==> config.mk <==
export PLATFORM = sky130hd
export DESIGN_NAME = tick_process_scheduler
export DESIGN_NICKNAME = d
export VERILOG_FILES = /design/src/rtl/tps_pkg.sv /design/src/rtl/tps_ctrl.sv /design/src/rtl/tps_dp.sv /design/src/rtl/tick_process_scheduler.sv
export SDC_FILE = /design/constraint.sdc
export NUM_CORES = 2
export LEC_CHECK = 0
export BUFFER_PORTS_ARGS = -buffer_cell sky130_fd_sc_hd__buf_2
export CORE_MARGIN = 2
export CORE_UTILIZATION = 35
export CTS_BUF_LIST = sky130_fd_sc_hd__clkbuf_2 sky130_fd_sc_hd__clkbuf_4 sky130_fd_sc_hd__clkbuf_8
export DETAILED_ROUTE_END_ITERATION = 7
export PLACE_DENSITY = 0.48
export REMOVE_ABC_BUFFERS = 1
export SLEW_MARGIN = 10
export SYNTH_ARGS = -nofsm -noshare
export SYNTH_HDL_FRONTEND = slang
export SYNTH_SLANG_ARGS = --single-unit
==> constraint.sdc <==
create_clock -name clk -period 6.05 [get_ports clk]
set_input_delay 0.9075 -clock clk [delete_from_list [all_inputs] [get_ports clk]]
set_output_delay 0.9075 -clock clk [all_outputs]
set_load 0.005 [all_outputs]
==> src/rtl/tps_pkg.sv <==
// Package for the tick process scheduler: policy codes, state machine states,
// reset constants and the command/status structs between controller and datapath.
// No dependencies.
package tps_pkg;

  // Default sizes and fixed field widths.
  localparam int MaxJobsDef   = 64;
  localparam int TimeBitsDef  = 24;
  localparam int BURST_W      = 24;
  localparam int SLOT_OUT_W   = 6;
  localparam int QUANTUM_W    = 16;
  localparam int JOB_TOTAL_W  = 7;
  localparam int CFG_INDEX_W  = 2;
  localparam int CFG_DATA_W   = 16;
  localparam int OUT_DATA_W   = 16;

  localparam logic [QUANTUM_W-1:0]   QUANTUM_RST   = QUANTUM_W'(500);
  localparam logic [JOB_TOTAL_W-1:0] JOB_TOTAL_RST = JOB_TOTAL_W'(1);

  // Configuration register indexes.
  localparam logic [CFG_INDEX_W-1:0] CFG_POLICY    = 2'd0;
  localparam logic [CFG_INDEX_W-1:0] CFG_QUANTUM   = 2'd1;
  localparam logic [CFG_INDEX_W-1:0] CFG_JOB_TOTAL = 2'd2;

  typedef enum logic [1:0] {
    POL_FIFO = 2'd0,
    POL_RR   = 2'd1,
    POL_SJF  = 2'd2,
    POL_PSJF = 2'd3
  } policy_t;

  typedef enum logic [3:0] {
    S_IDLE,
    S_RD,
    S_RET,
    S_DECIDE,
    S_POP,
    S_SCAN,
    S_APPLY,
    S_DEC,
    S_OUT
  } state_t;

  typedef struct packed {
    logic arrive;      // store an arriving job
    logic rd_cur;      // read the running job's remaining time, clear flags
    logic retire;      // retire the running job if its time is used up
    logic cand_cur;    // candidate is the running job
    logic cand_fifo;   // candidate is the next slot in arrival order
    logic pop;         // read the ring head
    logic pop_push;    // the running job goes to the ring tail after the pop
    logic pop_take;    // candidate is the popped slot
    logic scan_start;  // clear the shortest-job search
    logic scan_run;    // one step of the shortest-job search
    logic cand_best;   // candidate is the search winner
    logic apply;       // switch to the candidate, read its remaining time
    logic decrement;   // run the current job for one tick
    logic load_out;    // move the tick result to the output register
  } tps_cmd_t;

  typedef struct packed {
    policy_t policy;
    logic    cur_valid;
    logic    fifo_avail;
    logic    ring_empty;
    logic    slice_zero;
    logic    done;
    logic    scan_busy;
    logic    best_valid;
    logic    out_free;
  } tps_status_t;

endpackage

==> src/rtl/tps_ctrl.sv <==
// Controller state machine of the tick process scheduler.
// Depends on tps_pkg; drives commands into tps_dp and reads its status.
module tps_ctrl (
  input  logic                  clk,
  input  logic                  rst_n,
  input  logic                  in_tvalid,
  output logic                  in_tready,
  input  logic                  in_mode,
  input  tps_pkg::tps_status_t  status,
  output tps_pkg::tps_cmd_t     cmd
);
  import tps_pkg::*;

  state_t state_r;
  state_t state_nxt;
  logic   accept;

  assign in_tready = (state_r == S_IDLE);
  assign accept    = in_tvalid & in_tready;

  always_ff @(posedge clk) begin
    if (!rst_n) begin
      state_r <= S_IDLE;
    end else begin
      state_r <= state_nxt;
    end
  end

  // Next state.
  always_comb begin
    state_nxt = state_r;
    unique case (state_r)
      S_IDLE: begin
        if (accept && in_mode) begin
          state_nxt = S_RD;
        end
      end
      S_RD:  state_nxt = S_RET;
      S_RET: state_nxt = S_DECIDE;
      S_DECIDE: begin
        if (status.done) begin
          state_nxt = S_OUT;
        end else begin
          unique case (status.policy)
            POL_FIFO: begin
              if (status.cur_valid || status.fifo_avail) begin
                state_nxt = S_APPLY;
              end else begin
                state_nxt = S_OUT;
              end
            end
            POL_RR: begin
              if (status.ring_empty) begin
                state_nxt = status.cur_valid ? S_APPLY : S_OUT;
              end else if (!status.cur_valid || status.slice_zero) begin
                state_nxt = S_POP;
              end else begin
                state_nxt = S_APPLY;
              end
            end
            POL_SJF: begin
              state_nxt = status.cur_valid ? S_APPLY : S_SCAN;
            end
            POL_PSJF: state_nxt = S_SCAN;
            default:  state_nxt = S_OUT;
          endcase
        end
      end
      S_POP: state_nxt = S_APPLY;
      S_SCAN: begin
        if (!status.scan_busy) begin
          state_nxt = status.best_valid ? S_APPLY : S_OUT;
        end
      end
      S_APPLY: state_nxt = S_DEC;
      S_DEC:   state_nxt = S_OUT;
      S_OUT: begin
        if (status.out_free) begin
          state_nxt = S_IDLE;
        end
      end
      default: state_nxt = S_IDLE;
    endcase
  end

  // Commands.
  always_comb begin
    cmd = '0;
    unique case (state_r)
      S_IDLE: cmd.arrive = accept & ~in_mode;
      S_RD:   cmd.rd_cur = 1'b1;
      S_RET:  cmd.retire = 1'b1;
      S_DECIDE: begin
        if (!status.done) begin
          unique case (status.policy)
            POL_FIFO: begin
              if (status.cur_valid) begin
                cmd.cand_cur = 1'b1;
              end else begin
                cmd.cand_fifo = status.fifo_avail;
              end
            end
            POL_RR: begin
              if (status.ring_empty) begin
                cmd.cand_cur = status.cur_valid;
              end else if (!status.cur_valid) begin
                cmd.pop = 1'b1;
              end else if (status.slice_zero) begin
                cmd.pop      = 1'b1;
                cmd.pop_push = 1'b1;
              end else begin
                cmd.cand_cur = 1'b1;
              end
            end
            POL_SJF: begin
              if (status.cur_valid) begin
                cmd.cand_cur = 1'b1;
              end else begin
                cmd.scan_start = 1'b1;
              end
            end
            POL_PSJF: cmd.scan_start = 1'b1;
            default:  cmd = '0;
          endcase
        end
      end
      S_POP: cmd.pop_take = 1'b1;
      S_SCAN: begin
        cmd.scan_run  = status.scan_busy;
        cmd.cand_best = ~status.scan_busy & status.best_valid;
      end
      S_APPLY: cmd.apply     = 1'b1;
      S_DEC:   cmd.decrement = 1'b1;
      S_OUT:   cmd.load_out  = status.out_free;
      default: cmd = '0;
    endcase
  end

endmodule

==> src/rtl/tps_dp.sv <==
// Datapath of the tick process scheduler: configuration registers, the
// remaining-time and ready-ring memories, search logic and the output register.
// Depends on tps_pkg; driven by commands from tps_ctrl.
module tps_dp #(
  parameter int MAX_JOBS  = tps_pkg::MaxJobsDef,
  parameter int TIME_BITS = tps_pkg::TimeBitsDef
) (
  input  logic                                clk,
  input  logic                                rst_n,
  input  tps_pkg::tps_cmd_t                   cmd,
  output tps_pkg::tps_status_t                status,
  input  logic                                cfg_valid,
  input  logic [tps_pkg::CFG_INDEX_W-1:0]     cfg_index,
  input  logic [tps_pkg::CFG_DATA_W-1:0]      cfg_data,
  input  logic [tps_pkg::BURST_W-1:0]         in_burst,
  output logic                                out_tvalid,
  input  logic                                out_tready,
  output logic [tps_pkg::OUT_DATA_W-1:0]      out_tdata
);
  import tps_pkg::*;

  localparam int SLOT_W = (MAX_JOBS > 1) ? $clog2(MAX_JOBS) : 1;
  localparam int CNT_W  = $clog2(MAX_JOBS + 1);
  localparam logic [CNT_W-1:0]  CNT_MAX   = CNT_W'(MAX_JOBS);
  localparam logic [SLOT_W-1:0] SLOT_LAST = SLOT_W'(MAX_JOBS - 1);
  localparam logic [JOB_TOTAL_W-1:0] FIN_SAT = '1;

  // Configuration.
  policy_t                policy_r;
  logic [QUANTUM_W-1:0]   quantum_r;
  logic [JOB_TOTAL_W-1:0] job_total_r;

  // Memories.
  logic [TIME_BITS-1:0] rem_mem [MAX_JOBS];
  logic [SLOT_W-1:0]    ring_mem [MAX_JOBS];
  logic [TIME_BITS-1:0] rem_rd_r;
  logic [SLOT_W-1:0]    ring_rd_r;

  // Scheduler state.
  logic [CNT_W-1:0]       arrived_r;
  logic [JOB_TOTAL_W-1:0] finished_r;
  logic                   cur_v_r;
  logic [SLOT_W-1:0]      cur_slot_r;
  logic [CNT_W-1:0]       fifo_ptr_r;
  logic [SLOT_W-1:0]      head_r;
  logic [SLOT_W-1:0]      tail_r;
  logic [CNT_W-1:0]       ring_cnt_r;
  logic [QUANTUM_W-1:0]   slice_r;
  logic [SLOT_W-1:0]      cand_r;
  logic                   push_pend_r;

  // Search state.
  logic [CNT_W-1:0]     scan_idx_r;
  logic                 pipe_v_r;
  logic [SLOT_W-1:0]    pipe_idx_r;
  logic                 best_v_r;
  logic [SLOT_W-1:0]    best_idx_r;
  logic [TIME_BITS-1:0] best_rem_r;

  // Tick result.
  logic              run_v_r;
  logic              fin_v_r;
  logic [SLOT_W-1:0] fin_s_r;
  logic              out_valid_r;
  logic [OUT_DATA_W-1:0] out_data_r;

  logic                 arrive_ok;
  logic                 push_en;
  logic [SLOT_W-1:0]    push_slot;
  logic [SLOT_W-1:0]    rem_rd_addr;
  logic                 rem_we;
  logic [SLOT_W-1:0]    rem_wr_addr;
  logic [TIME_BITS-1:0] rem_wr_data;
  logic                 scan_issue;
  logic                 better;
  logic                 done;
  logic                 out_free;
  logic                 switch_job;
  logic [QUANTUM_W:0]   slice_sum;

  assign arrive_ok = cmd.arrive && (arrived_r < CNT_MAX);
  assign push_en   = (arrive_ok && (policy_r == POL_RR) && (ring_cnt_r < CNT_MAX)) ||
                     (cmd.pop_take && push_pend_r);
  assign push_slot = cmd.pop_take ? cur_slot_r : arrived_r[SLOT_W-1:0];
  assign scan_issue = cmd.scan_run && (scan_idx_r < arrived_r);
  assign done      = (finished_r >= job_total_r);
  assign out_free  = ~out_valid_r | out_tready;
  assign switch_job = ~cur_v_r || (cand_r != cur_slot_r);
  assign slice_sum = {1'b0, slice_r} + 1'b1;
  assign better    = (rem_rd_r != '0) && (!best_v_r || (rem_rd_r < best_rem_r));

  always_comb begin
    if (cmd.scan_run) begin
      rem_rd_addr = scan_idx_r[SLOT_W-1:0];
    end else if (cmd.apply) begin
      rem_rd_addr = cand_r;
    end else begin
      rem_rd_addr = cur_slot_r;
    end
  end

  always_comb begin
    rem_we      = arrive_ok | cmd.decrement;
    rem_wr_addr = cmd.decrement ? cur_slot_r : arrived_r[SLOT_W-1:0];
    if (cmd.decrement) begin
      rem_wr_data = (rem_rd_r != '0) ? rem_rd_r - 1'b1 : '0;
    end else begin
      rem_wr_data = TIME_BITS'(in_burst);
    end
  end

  // Remaining-time memory: one write, one registered read per cycle.
  always_ff @(posedge clk) begin
    if (rem_we) begin
      rem_mem[rem_wr_addr] <= rem_wr_data;
    end
    rem_rd_r <= rem_mem[rem_rd_addr];
  end

  // Ready ring memory.
  always_ff @(posedge clk) begin
    if (push_en) begin
      ring_mem[tail_r] <= push_slot;
    end
    ring_rd_r <= ring_mem[head_r];
  end

  always_ff @(posedge clk) begin
    if (!rst_n) begin
      policy_r    <= POL_FIFO;
      quantum_r   <= QUANTUM_RST;
      job_total_r <= JOB_TOTAL_RST;
    end else if (cfg_valid) begin
      case (cfg_index)
        CFG_POLICY:    policy_r    <= policy_t'(cfg_data[1:0]);
        CFG_QUANTUM:   quantum_r   <= cfg_data;
        CFG_JOB_TOTAL: job_total_r <= cfg_data[JOB_TOTAL_W-1:0];
        default:       ;
      endcase
    end
  end

  always_ff @(posedge clk) begin
    if (!rst_n) begin
      arrived_r   <= '0;
      finished_r  <= '0;
      cur_v_r     <= 1'b0;
      fifo_ptr_r  <= '0;
      head_r      <= '0;
      tail_r      <= '0;
      ring_cnt_r  <= '0;
      slice_r     <= '0;
      push_pend_r <= 1'b0;
      scan_idx_r  <= '0;
      pipe_v_r    <= 1'b0;
      best_v_r    <= 1'b0;
      run_v_r     <= 1'b0;
      fin_v_r     <= 1'b0;
    end else begin
      if (arrive_ok) begin
        arrived_r <= arrived_r + 1'b1;
      end

      // The ring never pops and pushes in the same cycle.
      if (push_en) begin
        tail_r     <= (tail_r == SLOT_LAST) ? '0 : tail_r + 1'b1;
        ring_cnt_r <= ring_cnt_r + 1'b1;
      end
      if (cmd.pop) begin
        head_r      <= (head_r == SLOT_LAST) ? '0 : head_r + 1'b1;
        ring_cnt_r  <= ring_cnt_r - 1'b1;
        push_pend_r <= cmd.pop_push;
      end

      if (cmd.rd_cur) begin
        run_v_r <= 1'b0;
        fin_v_r <= 1'b0;
      end
      if (cmd.retire && cur_v_r && (rem_rd_r == '0)) begin
        fin_v_r <= 1'b1;
        cur_v_r <= 1'b0;
        if (finished_r != FIN_SAT) begin
          finished_r <= finished_r + 1'b1;
        end
      end

      if (cmd.cand_fifo) begin
        fifo_ptr_r <= fifo_ptr_r + 1'b1;
      end

      if (cmd.scan_start) begin
        scan_idx_r <= '0;
        best_v_r   <= 1'b0;
      end else if (scan_issue) begin
        scan_idx_r <= scan_idx_r + 1'b1;
      end
      pipe_v_r <= scan_issue;
      if (pipe_v_r && better) begin
        best_v_r <= 1'b1;
      end

      if (cmd.apply && switch_job) begin
        cur_v_r <= 1'b1;
        slice_r <= '0;
      end
      if (cmd.decrement) begin
        run_v_r <= 1'b1;
        // The slice wraps when it reaches the quantum; a zero quantum acts as one.
        slice_r <= (slice_sum >= {1'b0, quantum_r}) ? '0 : slice_sum[QUANTUM_W-1:0];
      end
    end
  end

  // Payload registers.
  always_ff @(posedge clk) begin
    if (cmd.retire) begin
      fin_s_r <= cur_slot_r;
    end
    if (cmd.cand_cur) begin
      cand_r <= cur_slot_r;
    end else if (cmd.cand_fifo) begin
      cand_r <= fifo_ptr_r[SLOT_W-1:0];
    end else if (cmd.pop_take) begin
      cand_r <= ring_rd_r;
    end else if (cmd.cand_best) begin
      cand_r <= best_idx_r;
    end
    if (cmd.apply) begin
      cur_slot_r <= cand_r;
    end
    pipe_idx_r <= scan_idx_r[SLOT_W-1:0];
    if (pipe_v_r && better) begin
      best_idx_r <= pipe_idx_r;
      best_rem_r <= rem_rd_r;
    end
  end

  // Output register.
  always_ff @(posedge clk) begin
    if (!rst_n) begin
      out_valid_r <= 1'b0;
    end else if (cmd.load_out) begin
      out_valid_r <= 1'b1;
    end else if (out_tready) begin
      out_valid_r <= 1'b0;
    end
  end

  always_ff @(posedge clk) begin
    if (cmd.load_out) begin
      out_data_r <= {1'b0,
                     done,
                     fin_v_r ? SLOT_OUT_W'(fin_s_r) : '0,
                     fin_v_r,
                     run_v_r ? SLOT_OUT_W'(cur_slot_r) : '0,
                     run_v_r};
    end
  end

  assign out_tvalid = out_valid_r;
  assign out_tdata  = out_data_r;

  always_comb begin
    status            = '0;
    status.policy     = policy_r;
    status.cur_valid  = cur_v_r;
    status.fifo_avail = (fifo_ptr_r < arrived_r);
    status.ring_empty = (ring_cnt_r == '0);
    status.slice_zero = (slice_r == '0);
    status.done       = done;
    status.scan_busy  = (scan_idx_r < arrived_r) || pipe_v_r;
    status.best_valid = best_v_r;
    status.out_free   = out_free;
  end

`ifndef SYNTHESIS
  a_ring_bound: assert property (@(posedge clk) disable iff (!rst_n)
    ring_cnt_r <= CNT_MAX)
    else $error("ring occupancy exceeds the job capacity");

  a_fifo_bound: assert property (@(posedge clk) disable iff (!rst_n)
    fifo_ptr_r <= arrived_r)
    else $error("arrival-order pointer passed the arrived jobs");

  a_cur_arrived: assert property (@(posedge clk) disable iff (!rst_n)
    cur_v_r |-> ({1'b0, cur_slot_r} < {1'b0, arrived_r}))
    else $error("running slot has not arrived");

  a_load_free: assert property (@(posedge clk) disable iff (!rst_n)
    cmd.load_out |-> out_free)
    else $error("result loaded over a word not yet taken");
`endif

endmodule

==> src/rtl/tick_process_scheduler.sv <==
// Top level of the tick process scheduler: controller plus datapath.
// Depends on tps_pkg, tps_ctrl and tps_dp.
//
//  channel | ports        | tdata / tuser                      | words
//  --------+--------------+------------------------------------+--------------------
//  in_     | tvalid/tready| tdata: burst_time; tuser: mode     | arrival or tick
//  out_    | tvalid/tready| tdata: run/fin valid, slots, done  | one per tick
//  cfg_    | valid/ready  | index: register, data: value       | policy/quantum/total
//
// An arrival is stored in the idle state. A tick that runs a job steps through read,
// retire, decide, apply, decrement, output; round robin pops after decide, and a
// shortest-job search reads remaining times on its single read port, one a cycle.
// Reset needs no clearing pass; the block takes words from the first cycle after it.
// A finished result waits in the output register while the next word is taken;
// a tick waits in its last cycle only while that register is still full.
module tick_process_scheduler #(
  parameter int MAX_JOBS  = tps_pkg::MaxJobsDef,
  parameter int TIME_BITS = tps_pkg::TimeBitsDef
) (
  input  logic                             clk,
  input  logic                             rst_n,
  input  logic                             in_tvalid,
  output logic                             in_tready,
  input  logic [tps_pkg::BURST_W-1:0]      in_tdata,   // [23:0] burst_time
  input  logic                             in_tuser,   // [0] mode
  output logic                             out_tvalid,
  input  logic                             out_tready,
  // [0] running_valid, [6:1] running_slot, [7] finished_valid,
  // [13:8] finished_slot, [14] all_done, [15] zero
  output logic [tps_pkg::OUT_DATA_W-1:0]   out_tdata,
  input  logic                             cfg_valid,
  output logic                             cfg_ready,
  input  logic [tps_pkg::CFG_INDEX_W-1:0]  cfg_index,
  input  logic [tps_pkg::CFG_DATA_W-1:0]   cfg_data
);
  import tps_pkg::*;

  tps_cmd_t    cmd;
  tps_status_t status;

  assign cfg_ready = 1'b1;

  tps_ctrl u_ctrl (
    .clk       (clk),
    .rst_n     (rst_n),
    .in_tvalid (in_tvalid),
    .in_tready (in_tready),
    .in_mode   (in_tuser),
    .status    (status),
    .cmd       (cmd)
  );

  tps_dp #(
    .MAX_JOBS  (MAX_JOBS),
    .TIME_BITS (TIME_BITS)
  ) u_dp (
    .clk        (clk),
    .rst_n      (rst_n),
    .cmd        (cmd),
    .status     (status),
    .cfg_valid  (cfg_valid),
    .cfg_index  (cfg_index),
    .cfg_data   (cfg_data),
    .in_burst   (in_tdata),
    .out_tvalid (out_tvalid),
    .out_tready (out_tready),
    .out_tdata  (out_tdata)
  );

endmodule
# After elaboration in Yosys (flattened, before gate mapping)
# Memory sizes are Yosys's and may differ from the RTL's. A register that Yosys moved wholly into a read port is not among the register bits.
# Cells that the tools add are included.
# totals
register_bits,168
wordCells,185
ramBits,1920
memories,2
input_bits,48
# mem_list
name,words,word_bits,read_ports,rd_ports_with_merged_regs,write_ports,line,rtl
u_dp.rem_mem,64,24,1,1,1,tps_dp.sv:34,logic [TIME_BITS-1:0] rem_mem [MAX_JOBS];
u_dp.ring_mem,64,6,1,1,1,tps_dp.sv:35,logic [SLOT_W-1:0] ring_mem [MAX_JOBS];
# classes
n_reduce_logical,41
eq_ne,20
add_sub_neg,10
mux,67
magnitude_cmp,7
bitwise,10
# ops
op,n
6-bit two-way mux,10
16-bit two-way mux,3
24-bit two-way mux,2
4-bit two-way mux,9
4-bit case mux with 9 select lines,1
7-bit by 1-bit adder with 7-bit output (second input constant),5
24-bit zero test,1
24-bit less-than comparator,1
24-bit nonzero test,1
24-bit by 1-bit subtractor with 24-bit output (second input constant),1
1-bit two-way mux,23
1-bit case mux with 2 select lines,9
16-bit by 1-bit adder with 17-bit output (second input constant),1
17-bit by 16-bit greater-or-equal comparator with 1-bit output,1
4-bit by 3-bit == test with 1-bit output (second input constant),4
16-bit zero test,1
4-bit case mux with 4 select lines,1
7-bit less-than comparator,2
7-bit less-than comparator (second input constant),2
7-bit two-way mux,2
2-bit nonzero test,7
6-bit by 1-bit adder with 6-bit output (second input constant),2
6-bit == test (second input constant),2
1-bit logical AND,11
other kinds (26),53

# Depth between registers and ports, before layout
# logic_depth
depth_word,11
depth_mapped,17
depth_no_buf,16

# Modules after synthesis
# A second synthesis with hierarchy kept.
# hier_totals
hier_cells,6272
area_unflattened_um2,85480.7
# by_module_without_submodules
mod,area_per_inst_um2,instances,cells_per_inst
tps_dp,84992.8,1,6202
tps_ctrl,476.7,1,68
tick_process_scheduler,11.3,1,2

# Worst setup path before layout
# No wires, ideal clock.
# synth_timing
path_kind,reg2reg
start,"reg u_dp.rem_rd_r[6], read port of u_dp.rem_mem"
end,"mem u_dp.rem_mem[0][22] in the netlist's numbering, data pin"
arrival_time_ns,4.446
path_stages_with_launch,8
slack_ns,0.902
path_buffers,1
path_cell_list,dfxtp_1 -> nor4_1 -> nand3_1 -> or4_1 -> clkbuf_1 -> nor3_1 -> mux2i_1 -> o21ai_0
# synth_between
elab_chain_cells,3
# synth_lines
element,line,rtl
from (decl),tps_dp.sv:36,logic [TIME_BITS-1:0] rem_rd_r;
24-bit by 1-bit subtractor with 24-bit output / 24-bit nonzero test (equally long branches),tps_dp.sv:106,rem_wr_data = (rem_rd_r != '0) ? rem_rd_r - 1'b1 : '0;
24-bit two-way mux *,tps_dp.sv:106,
24-bit two-way mux *,tps_dp.sv:105,if (cmd.decrement) begin
named net u_dp.rem_wr_data[22],tps_dp.sv:73,logic [TIME_BITS-1:0] rem_wr_data;
to (decl),tps_dp.sv:34,
# Mark *: on every way through the listed nets, which the timed path passes. The rest lies on a longest branch.

# Final worst setup path
# layout_timing
start,reg u_ctrl.state_r[2]
end,"reg u_dp.rem_rd_r[4], read port of u_dp.rem_mem"
# layout_between
elab_chain_cells,4
# layout_lines
element,line,rtl
from (decl),tps_ctrl.sv:14,state_t state_r;
from (signal assigned),tps_ctrl.sv:25,state_r <= state_nxt;
4-bit by 3-bit == test with 1-bit output / 4-bit by 2-bit == test with 1-bit output (equally long branches),tps_ctrl.sv:89,unique case (state_r)
1-bit case mux with 2 select lines,tps_ctrl.sv:89,
6-bit two-way mux,tps_dp.sv:95,end else if (cmd.apply) begin
6-bit two-way mux *,tps_dp.sv:93,if (cmd.scan_run) begin
# Every way passes the cells marked *; elsewhere a longest branch is shown, timed or not.
# A chain may end at the register's enable or synchronous reset.

==> impl_metrics.csv <==
group,metric,value,unit
status,status,"finished clean",
critical_path,crit_chain,"nor4bb_4 > and2_1 > nor2_1 > a21boi_4 > nor2_4 > buf_12 > buf_12 > buf_12 > buf_4 > mux2i_1 > o22ai_1 > nor4_1 > nand4_1",
pwr,total_leakage_power,31.5,nW
timing,fmax,0.183,GHz
route,wire_per_inst,27.5,um
critical_path,startpoint,"u_ctrl.state_r[2]$_SDFFE_PN0P_",
timing,worst_slew_pin_slew,1.15,ns
route,postRouteAntennaNets,0,
placement,dp_hpwl,151000,um
timing,final_max_slew_viol_count,0,
pwr,p_int,23.0,mW
pwr,pwr-share-clk,0.432,
critical_path,arrival,6.38,ns
floorplanning,dieArea,248000,sq um
route,wl,259000,um
synth,yosysUniqueCellTypes,84,
pwr,seq_power_share,0.550,
finish,final_cell_mix,"1977 x edfxtp_1, 501 x nand3_1, 435 x nand2_1",
timing,period_share,0.905,
global_route,grt_overflow,0,
cts,cts_made_buffers,378,
route,first_pass_iters,6,
cts,cts_setup_buffers,0,
finish,layout-drive-gt1-share,0.187,
critical_path,rr_endpoint,"u_dp.rem_rd_r[4]$_DFF_P_",
timing,setup_tns,0,ns
pwr,max-vdd-ir-drop,0.241,mV
critical_path,required,6.95,ns
cts,root_buffer,"clkbuf_8",
critical_path,worstReg2RegStart,"u_ctrl.state_r[2]$_SDFFE_PN0P_",
timing,relSlewSlack,0.231,
cts,cts-htree-levels,5,
synth,seq_area_frac_synth,0.729,
critical_path,path_delay_family,"simple AND/OR/NAND/NOR gates",
synth,synth-seq-cells,2118,
critical_path,critPathSlowestCell,"nor4bb_4",
worst_hold_path,holdPathStages,3,
global_route,grt_max_degree,172,
timing,fin_ws,0.578,ns
critical_path,crit_top_cell,"buf_12",
global_route,grt_pass1_wl,371000,um
placement,port-buffer-count,64,
cts,cts_num_sinks,2118,
synth,synth_ff_type,"edfxtp_1",
timing,period_needed,5.47,ns
finish,stdcell_area,98000,sq um
placement,dp.cells,8741,
placement,pre_cts_ws,0.566,ns
route,drtIter0Drc,5081,
cts,cts_tree,"yes",
floorplanning,floorplan.initialDensity,0.351,
pwr,swShare,0.214,
cts,hold_buffers,0,
critical_path,path_class,"register to register",
synth,synthArstFlopShare,0,
placement,gp_congestion,0.802,
timing,rsz0062_at_grt,"false",
critical_path,cp_max_fo,32,
floorplanning,fp.dieW,498,um
critical_path,critPathCapture,"u_dp.rem_rd_r[4]$_DFF_P_",
timing,hold_viol,0,
global_route,first_global_vias,51200,
critical_path,worst-path-buf-inv,4,
finish,layout.nets,6040,
route,avgViaCountPerCell,5.42,
timing,worst_hold_slack,0.119,ns
worst_hold_path,hold_path_class,"input pin to register",
critical_path,r2r_slack,0.58,ns
critical_path,cp_num_cells,13,
pwr,cellPowerDensity,299,nW/um^2
finish,layout_commonest_cell,"edfxtp_1",
cts,clk_latency,1.09,ns
timing,setup_viol,0,
route,drc_errors,0,
synth,avgSynthCellArea,15.2,sq um
finish,fin_cells,9400,
synth,syn_area,85300,sq um
floorplanning,core.rowCount,181,
cts,cts_resized,0,
placement,post_dp_cell_area,91000,sq um
critical_path,end_kind,"register",
finish,area_growth_syn_to_layout,14.9,%
route,vias,51000,
critical_path,start_kind,"register",
floorplanning,core-area,243000,sq um
pwr,pwr-share-comb,0.018,
run,cap_violations,0,
synth,synth_edf_count,1977,
global_route,antenna_found_initial,12,
global_route,grt_use_total,0.205,
floorplanning,ios,67,
timing,skew,0.100,ns
pwr,switching_power,6.26,mW
critical_path,reg2reg_depth,13,
cts,path_clk_slew,0.06,ns
cts,clockBufferDepth,4,
synth,synth_cells,5619,
synth,yosys_warnings,0,
floorplanning,die_y,498,um
critical_path,cpPeakStageDelay,1.00,ns
[power by group through the flow]
stage	Sequential [mW]	Combinational (mW)	Clock (mW)
2_1_floorplan	16.4	0.259	0
3_3_place_gp	16.4	0.532	0
3_5_place_dp	16.4	0.543	0
4_1_cts	16.1	0.545	12.9
5_1_grt	16.1	0.581	13.6
6_report	16.1	0.537	12.6
[flip-flops by register name, summed over array words and instances, names as in the netlist, 2 cells and up]
signal	count
u_dp.ring_mem	384
u_dp.fin_s_r	6
u_dp.cur_slot_r	6
u_dp.policy_r	2
u_dp.finished_r	7
u_dp.best_rem_r	24
u_dp.slice_r	16
u_dp.best_idx_r	6
u_dp.tail_r	6
u_dp.arrived_r	7
u_dp.cand_r	6
u_dp.rem_mem	1536
u_dp.out_tdata	15
u_ctrl.state_r	4
u_dp.scan_idx_r	7
u_dp.rem_rd_r	24
u_dp.quantum_r	16
u_dp.job_total_r	7
u_dp.ring_cnt_r	7
u_dp.fifo_ptr_r	7
u_dp.head_r	6
u_dp.pipe_idx_r	6
u_dp.ring_rd_r	6
[tightest hold or removal path, delay by kind of cell]
family | cells | cell delay, ns
AO/OA/AOI/OAI | 1 | 0.05
buffers and inverters | 1 | 0.10
AND/OR/NAND/NOR | 1 | 0.05
[synthesized netlist by cell type (15+ instances only)]
| master | instances | area share |
|---|---|---|
| edfxtp_1 | 1977 | 0.70 |
| nand3_1 | 502 | 0.029 |
| nand2_1 | 435 | 0.019 |
| mux2i_1 | 354 | 0.042 |
| o21ai_0 | 310 | 0.018 |
| clkbuf_1 | 273 | 0.012 |
| nor2_1 | 200 | 0.0088 |
| a21oi_1 | 161 | 0.0094 |
| dfxtp_1 | 141 | 0.033 |
| mux4_2 | 126 | 0.033 |
| o22ai_1 | 124 | 0.0091 |
| nand4_1 | 117 | 0.0086 |
| inv_1 | 82 | 0.0036 |
| ha_1 | 72 | 0.011 |
| and3_1 | 60 | 0.0044 |
| buf_2 | 59 | 0.0035 |
| a31oi_1 | 50 | 0.0037 |
| nor4_1 | 43 | 0.0032 |
| xor2_1 | 37 | 0.0038 |
| xnor2_1 | 33 | 0.0034 |
| nand2b_1 | 32 | 0.0023 |
| nor3_1 | 28 | 0.0016 |
| buf_1 | 27 | 0.0012 |
| a2111o_1 | 23 | 0.0030 |
| a221o_1 | 23 | 0.0027 |
| a32oi_1 | 23 | 0.0024 |
| o311a_1 | 23 | 0.0027 |
| o31ai_1 | 22 | 0.0019 |
| a21o_1 | 19 | 0.0017 |
| a2111oi_2 | 17 | 0.0030 |
| a211oi_1 | 15 | 0.0013 |
| and2_1 | 15 | 0.0011 |
[logic make-up (layout without fill, tap and decap cells)]
group,count (synthesis),in the layout,share of synthesized area
compound gates,906,906,0.0687
xor+xnor,70,70,0.00719
fa+ha+maj,73,73,0.0108
buf+inv,450,1023,0.0211
flops,2118,2118,0.729
mux,513,513,0.0796
other cells,2,8,0.0000881
simple gates,1487,1487,0.0834
[metal layers]
layer / track usage / vias up / part of all wire
met5: 0 / - / 0
met4: 0.0662 / 0 / 0.029
met3: 0.0332 / 391 / 0.055
met2: 0.328 / 1602 / 0.47
met1: 0.285 / 26400 / 0.44
li1: - / 22600 / -
[final cells by class]
type	instances	area [sq um]
Antenna cell	6	15.0
Clock buffer	527	6410
Clock inverter	126	581
Fill cell	22400	145000
Inverter	84	315
Multi-Input combinational cell	3051	22200
Sequential cell	2118	62200
Tap cell	3202	4010
Timing Repair Buffer	286	2290
[through the flow]
step                 util  total power [mW]
global placement    0.375              16.9
CTS                 0.403              29.6
global route        0.403              30.2
detailed placement  0.375              16.9
floorplan               -              16.6
finish              0.404              29.3
[worst min path at each step]
stage	endpoint	start	slack (ns)
floorplan	u_dp.best_idx_r[0]$_DFFE_PP_	u_dp.pipe_idx_r[0]$_DFF_P_	0.39
global placement	u_dp.best_idx_r[3]$_DFFE_PP_	u_dp.pipe_idx_r[3]$_DFF_P_	0.41
detailed placement	u_dp.best_idx_r[1]$_DFFE_PP_	u_dp.pipe_idx_r[1]$_DFF_P_	0.39
CTS	u_dp.quantum_r[10]$_SDFFE_PN0P_	cfg_data[10]	0.02
global route	u_dp.quantum_r[13]$_SDFFE_PN0P_	cfg_data[13]	0.07
finish	u_dp.quantum_r[10]$_SDFFE_PN0P_	cfg_data[10]	0.12
No activity file was read; power rests on OpenSTA's default activity.
